### config.mk
export PLATFORM = sky130hd
export DESIGN_NAME = ndsb_ctrl
export DESIGN_NICKNAME = d
export VERILOG_FILES = /design/src/rtl/ndsb_pkg.sv /design/src/rtl/ndsb_ctrl.sv
export SDC_FILE = /design/constraint.sdc
export NUM_CORES = 1
export LEC_CHECK = 0
export BUFFER_PORTS_ARGS = -buffer_cell sky130_fd_sc_hd__buf_2
export CAP_MARGIN = 10
export CORE_AREA = 2 2 316 318
export DETAILED_ROUTE_END_ITERATION = 16
export DIE_AREA = 0 0 318 320
export SLEW_MARGIN = 10
export SYNTH_ARGS = -nofsm -noshare
export SYNTH_HDL_FRONTEND = slang
export SYNTH_SLANG_ARGS = --single-unit
### constraint.sdc
create_clock -name clk_i -period 6.92 [get_ports clk_i]
set_input_delay 0.346 -clock clk_i [delete_from_list [all_inputs] [get_ports clk_i]]
set_output_delay 0.346 -clock clk_i [all_outputs]
set_load 0.01 [all_outputs]
### src/rtl/ndsb_pkg.sv
// ----------------------------------------------------------------------------
// ndsb_pkg
// Shared constants, codes and record types of the depth-sort buffer.
// ----------------------------------------------------------------------------
package ndsb_pkg;

  localparam int ENTRIES = 32;
  localparam int IDX_W   = (ENTRIES > 1) ? $clog2(ENTRIES) : 1;
  localparam int DIST_W  = 32;

  typedef enum logic [0:0] {
    OP_INSERT = 1'b0,
    OP_DRAIN  = 1'b1
  } op_e;

  typedef enum logic [2:0] {
    ST_IDLE,
    ST_SCAN,
    ST_SCAN_END,
    ST_DECIDE,
    ST_EMIT_SLOT,
    ST_EMIT_NEW
  } state_e;

  typedef struct packed {
    logic [1:0]  kind;
    logic [7:0]  alpha;
    logic        additive;
    logic [31:0] light;
    logic [31:0] fade;
    logic [15:0] lump;
    logic [15:0] translation;
    logic [15:0] time_frac;
    logic [31:0] rec_ref;
  } payload_t;

  typedef struct packed {
    op_e               opcode;
    logic [DIST_W-1:0] distance;
    payload_t          payload;
  } request_t;

  typedef struct packed {
    logic [DIST_W-1:0] distance;
    payload_t          payload;
    logic              last;
  } result_t;

  typedef struct packed {
    logic              we;
    logic [IDX_W-1:0]  waddr;
    logic [DIST_W-1:0] wdist;
    payload_t          wdata;
    logic              dist_re;
    logic [IDX_W-1:0]  dist_raddr;
    logic              data_re;
    logic [IDX_W-1:0]  data_raddr;
  } mem_req_t;

  typedef struct packed {
    logic               busy;
    logic [ENTRIES-1:0] occupied;
  } status_t;

endpackage

### src/rtl/ndsb_ctrl.sv
// ----------------------------------------------------------------------------
// ndsb_ctrl
// Command sequencer: holds the slot valid bits, scans the distance memory one
// slot per cycle for the lowest free slot and the farthest entry, then writes
// back or emits records.
// ----------------------------------------------------------------------------
module ndsb_ctrl (
  input  logic                        clk_i,
  input  logic                        rst_ni,
  input  logic                        in_valid_i,
  output logic                        in_ready_o,
  input  ndsb_pkg::request_t          in_req_i,
  output ndsb_pkg::mem_req_t          mem_o,
  input  logic [ndsb_pkg::DIST_W-1:0] dist_rdata_i,
  input  ndsb_pkg::payload_t          data_rdata_i,
  input  logic                        out_free_i,
  output logic                        emit_valid_o,
  output ndsb_pkg::result_t           emit_o,
  output ndsb_pkg::status_t           status_o
);
  import ndsb_pkg::*;

  localparam logic [IDX_W-1:0] LAST_IDX = IDX_W'(ENTRIES - 1);

  state_e             state_q, state_d;
  request_t           req_q, req_d;
  logic [ENTRIES-1:0] valid_q, valid_d;
  logic [IDX_W-1:0]   idx_q, idx_d;
  logic               pend_q, pend_d;
  logic [IDX_W-1:0]   pend_idx_q, pend_idx_d;
  logic               best_found_q, best_found_d;
  logic [IDX_W-1:0]   best_idx_q, best_idx_d;
  logic [DIST_W-1:0]  best_d_q, best_d_d;
  logic               free_found_q, free_found_d;
  logic [IDX_W-1:0]   free_idx_q, free_idx_d;

  logic               pend_occ;
  logic               take_best;
  logic               take_free;
  logic [ENTRIES-1:0] best_mask;
  logic [ENTRIES-1:0] valid_left;

  always_ff @(posedge clk_i or negedge rst_ni) begin
    if (!rst_ni) begin
      state_q      <= ST_IDLE;
      valid_q      <= '0;
      pend_q       <= 1'b0;
      best_found_q <= 1'b0;
      free_found_q <= 1'b0;
    end else begin
      state_q      <= state_d;
      valid_q      <= valid_d;
      pend_q       <= pend_d;
      best_found_q <= best_found_d;
      free_found_q <= free_found_d;
    end
  end

  always_ff @(posedge clk_i) begin
    req_q      <= req_d;
    idx_q      <= idx_d;
    pend_idx_q <= pend_idx_d;
    best_idx_q <= best_idx_d;
    best_d_q   <= best_d_d;
    free_idx_q <= free_idx_d;
  end

  assign pend_occ   = valid_q[pend_idx_q];
  assign take_best  = pend_q && pend_occ && (!best_found_q || (dist_rdata_i > best_d_q));
  assign take_free  = pend_q && !pend_occ && !free_found_q;
  assign best_mask  = ENTRIES'(1) << best_idx_q;
  assign valid_left = valid_q & ~best_mask;

  always_comb begin
    state_d      = state_q;
    req_d        = req_q;
    valid_d      = valid_q;
    idx_d        = idx_q;
    pend_d       = pend_q;
    pend_idx_d   = pend_idx_q;
    best_found_d = best_found_q;
    best_idx_d   = best_idx_q;
    best_d_d     = best_d_q;
    free_found_d = free_found_q;
    free_idx_d   = free_idx_q;

    mem_o            = '0;
    mem_o.waddr      = best_idx_q;
    mem_o.wdist      = req_q.distance;
    mem_o.wdata      = req_q.payload;
    mem_o.dist_raddr = idx_q;
    mem_o.data_raddr = best_idx_q;

    in_ready_o       = 1'b0;
    emit_valid_o     = 1'b0;
    emit_o.distance  = best_d_q;
    emit_o.payload   = data_rdata_i;
    emit_o.last      = 1'b1;

    if (state_q == ST_SCAN || state_q == ST_SCAN_END) begin
      if (take_best) begin
        best_found_d = 1'b1;
        best_idx_d   = pend_idx_q;
        best_d_d     = dist_rdata_i;
      end
      if (take_free) begin
        free_found_d = 1'b1;
        free_idx_d   = pend_idx_q;
      end
    end

    case (state_q)
      ST_IDLE: begin
        in_ready_o = 1'b1;
        if (in_valid_i) begin
          req_d        = in_req_i;
          idx_d        = '0;
          pend_d       = 1'b0;
          best_found_d = 1'b0;
          free_found_d = 1'b0;
          if (in_req_i.opcode == OP_DRAIN) begin
            state_d = (valid_q != '0) ? ST_SCAN : ST_IDLE;
          end else begin
            state_d = (in_req_i.payload.alpha == 8'd0) ? ST_IDLE : ST_SCAN;
          end
        end
      end
      ST_SCAN: begin
        mem_o.dist_re = 1'b1;
        pend_d        = 1'b1;
        pend_idx_d    = idx_q;
        if (idx_q == LAST_IDX) begin
          state_d = ST_SCAN_END;
        end else begin
          idx_d = idx_q + 1'b1;
        end
      end
      ST_SCAN_END: begin
        pend_d  = 1'b0;
        state_d = ST_DECIDE;
      end
      ST_DECIDE: begin
        if (req_q.opcode == OP_DRAIN) begin
          mem_o.data_re = 1'b1;
          state_d       = ST_EMIT_SLOT;
        end else if (free_found_q) begin
          mem_o.we              = 1'b1;
          mem_o.waddr           = free_idx_q;
          valid_d[free_idx_q]   = 1'b1;
          state_d               = ST_IDLE;
        end else if (best_d_q > req_q.distance) begin
          mem_o.data_re = 1'b1;
          state_d       = ST_EMIT_SLOT;
        end else begin
          state_d = ST_EMIT_NEW;
        end
      end
      ST_EMIT_SLOT: begin
        if (out_free_i) begin
          emit_valid_o = 1'b1;
          if (req_q.opcode == OP_DRAIN) begin
            emit_o.last = (valid_left == '0);
            valid_d     = valid_left;
            if (valid_left == '0) begin
              state_d = ST_IDLE;
            end else begin
              idx_d        = '0;
              pend_d       = 1'b0;
              best_found_d = 1'b0;
              free_found_d = 1'b0;
              state_d      = ST_SCAN;
            end
          end else begin
            mem_o.we = 1'b1;
            state_d  = ST_IDLE;
          end
        end
      end
      ST_EMIT_NEW: begin
        emit_o.distance = req_q.distance;
        emit_o.payload  = req_q.payload;
        if (out_free_i) begin
          emit_valid_o = 1'b1;
          state_d      = ST_IDLE;
        end
      end
      default: begin
        state_d = ST_IDLE;
      end
    endcase
  end

  assign status_o.busy     = (state_q != ST_IDLE);
  assign status_o.occupied = valid_q;

endmodule
==> impl_results.md <==
- Hold Path Class: primary input to flip-flop
- Post-synthesis sequential area ratio: 0.535
- First-pass GRT wire length: 100,000 µm
- Arrival @ worst endpoint: 3.76 ns
- Vias in the first global route: 13,500
- Clock Path Buffers: 3
- Cell Rows: 115
- Status: complete, no violations
- Synthesis-to-finish area growth: 49.5%
- Starting Density: 0.155
- Die Area: 102,000 µm²
- Final hold viol count: 0
- Slowest CP cell: nor4_1
- Layout cell share with drive strength beyond 1: 0.503
- IO Port Bufs: 806
- Die W: 318 µm
- CTS Root Buffer Type: clkbuf_16
- Startpoint Class: flip-flop
- # nets final: 2,517
- TritonCTS buffer count: 37
- Synth warn: 0
- F_max: 244 MHz
- Slew Viols, Final: 0
- Reg area: 8160 µm²
- GR Util All Layers: 0.137
- 1st-pass router iterations: 5
- Antenna-violating nets left: 0
- Area of the multi-input gates: 5210 µm²
- Post-CTS sizing: 0
- Drc violations: 0
- Peak supply drop: 0.000175 V
- Via density: 3.98
- Post-Route WL: 73,500 µm
- Clock Sinks: 278
- Post-synth EDFFs: 240
- Grt ovf: 0
- Post-synth top flop: edfxtp_1
- Setup TNS Final: 0 ns
- Unrepaired setup endpoints after global routing: false
- Top cells by area, synth: edfxtp_1, mux2_2, buf_4, dfrtp_1, ha_1
- Nature of the critical path endpoint: output pin
- Biggest area consumer among synthesized cells: edfxtp_1
- WS Path Type: flip-flop to output pin
- Critical Path, Cell by Cell: ha_1 -> nand4_1 -> nor4_1 -> nand3_1 -> nor3b_1 -> a22oi_1 -> a21oi_1 -> o21ba_2 -> buf_2
- Final Skew: 0.0322 ns
- Syn Inst Count: 1,232
- Count of different cell masters after synthesis: 64
- Initial antenna violation count: 14
- Final core occ: 0.232
- Cell area after synthesis: 15,200 µm²
- Cell Area, Placed: 19,400 µm²
- Async SR Flop Fraction: 0.137
- Ports: 807
- Final Cycle Share: 0.593
- Drt initial violations: 1,116
- CTS tree: built
- Critical path peak fanout: 3
- Clk pin slew, worst setup/hold paths: 0.06 ns
- Vias: 13,500
- Pwr Density: 304 nW/µm²
- Final Wtd Congestion: 0.930
- Final Setup Violations: 0
- Syn Area/Cell: 12.4 µm²
- Relative slew slack: 0.281
- Leak: 9.84 nW
- Yosys top cell area share: 0.473
- Slowest stage delay, CP: 0.67 ns
- Max cap viols: 0
- Post-route cell area: 22,800 µm²
- Core footprint: 98,000 µm²
- DP HPWL: 58,300 µm
- #FFs+latches synth: 278
- Largest net degree at the start of global routing: 96
- Clock latency at the later pin of the worst-skew pair: 0.59 ns
- Final min period: 4.10 ns
- Worst Path Required: 6.57 ns
- Worst Tran Pin Value: 1.07 ns
- Die height: 320 µm
- DR WL/cell: 21.7 µm
- Fillers: 10,500
- Net Count, Synth: 1,677
- H-tree levels: 2
## sequential cells by signal (all words and copies together) (netlist names), 3 cells and up
signal	cells
mem_o	187
valid_q	32
state_q	3
best_d_q	32
free_idx_q	5
idx_q	5
best_idx_q	5
pend_idx_q	5
## cell families (layout without fill, tap and decap cells)
logic type / Yosys count / after routing / synth area share
compound gates: 198 / 198 / 0.0816
mux: 168 / 168 / 0.131
xor+xnor: 2 / 2 / 0.00115
flops: 278 / 278 / 0.535
buf+inv: 308 / 1171 / 0.124
other cells: 0 / 1 / 0
simple gates: 212 / 212 / 0.0726
fa+ha+maj: 66 / 66 / 0.0542
## routing by layer
| layer | track usage | part of all wire | vias up |
|---|---|---|---|
| li1 | - | - | 6030 |
| met1 | 0.166 | 0.40 | 6517 |
| met2 | 0.227 | 0.47 | 783 |
| met3 | 0.0461 | 0.096 | 128 |
| met4 | 0.0487 | 0.035 | 12 |
| met5 | 0 | 0.0011 | - |
## synth_stat cells (all sizes together), types with 7 or more instances
library cell and n:
or2 7, nor4 9, buf 204, nand3 19, o21ai 84, nand4 14
o21a 7, clkbuf 28, mux4 10, nor2 36, inv 75, nand2 60
dfrtp 38, mux2 157, edfxtp 240, nor3 17, a21oi 34, a21o 31
nand3b 10, ha 66
## what timing repair did
item,CTS,global route
hold buffers,220,0
hold endpoints to repair,257,0
buffers inserted,0,0
## power breakdown
part	switching, mW	internal, mW
clock	0.822	1.17
sequential	0.445	2.31
combinational	1.32	0.850
## layout by cell type, fill, tap and decap left out, types with 31 or more instances in the layout
cell type / count
a21o_1: 31
a21oi_1: 34
buf_2: 806
clkbuf_16: 40
dfrtp_1: 38
dlygate4sd3_1: 220
edfxtp_1: 240
ha_1: 66
inv_1: 75
mux2_2: 157
nand2_1: 59
nor2_1: 36
o21ai_0: 83
## critical path: cells and delay by family, from the launching register on
kind	cells	cell delay, ns
AOI/OAI and AO/OA	3	0.94
adders and majority gates	1	0.32
buffers and inverters	1	0.14
DFF	1	0.42
and+or+nand+nor	4	1.38
## per-stage QoR
step / setup slack (ns) / hold slack (ns) / power (mW) / std cells
after floorplan: 1.31 / 0.0504 / 3.94 / 1232
final: 2.82 / 0.0707 / 6.92 / 3383
after detailed placement: 2.84 / 0.493 / 4.88 / 3100
after global placement: 2.97 / 0.489 / 4.86 / 3100
after CTS: 2.67 / 0.00284 / 7.03 / 3382
after global routing: 2.51 / 0.0242 / 7.31 / 3382
## layout make-up
| cell class | count | area share |
|---|---|---|
| inverters | 76 | 0.0125 |
| flip-flops and latches | 278 | 0.358 |
| repair buffers | 1033 | 0.277 |
| clock inverters | 16 | 0.00791 |
| well taps | 1287 | 0.0707 |
| diodes | 1 | 0.000110 |
| clock buffers | 46 | 0.0454 |
| multi-input cells | 646 | 0.229 |
## final timing paths
kind	slack [ns]	cells past startpoint	to	start
max	2.82	9	mem_o[5]	best_d_q[29]$_DFFE_PP_
min	0.07	1	best_d_q[0]$_DFFE_PP_	dist_rdata_i[0]
max reg2reg	3.31	10	best_d_q[27]$_DFFE_PP_	best_d_q[9]$_DFFE_PP_
min reg2reg	0.51	1	pend_q$_DFFE_PN0P_	pend_q$_DFFE_PN0P_
max in group asynchronous	5.85	2	best_found_q$_DFF_PN0_	rst_ni
min in group asynchronous	0.46	2	state_q[0]$_DFFE_PN0P_	rst_ni
Power figures use the tool's default switching activity.
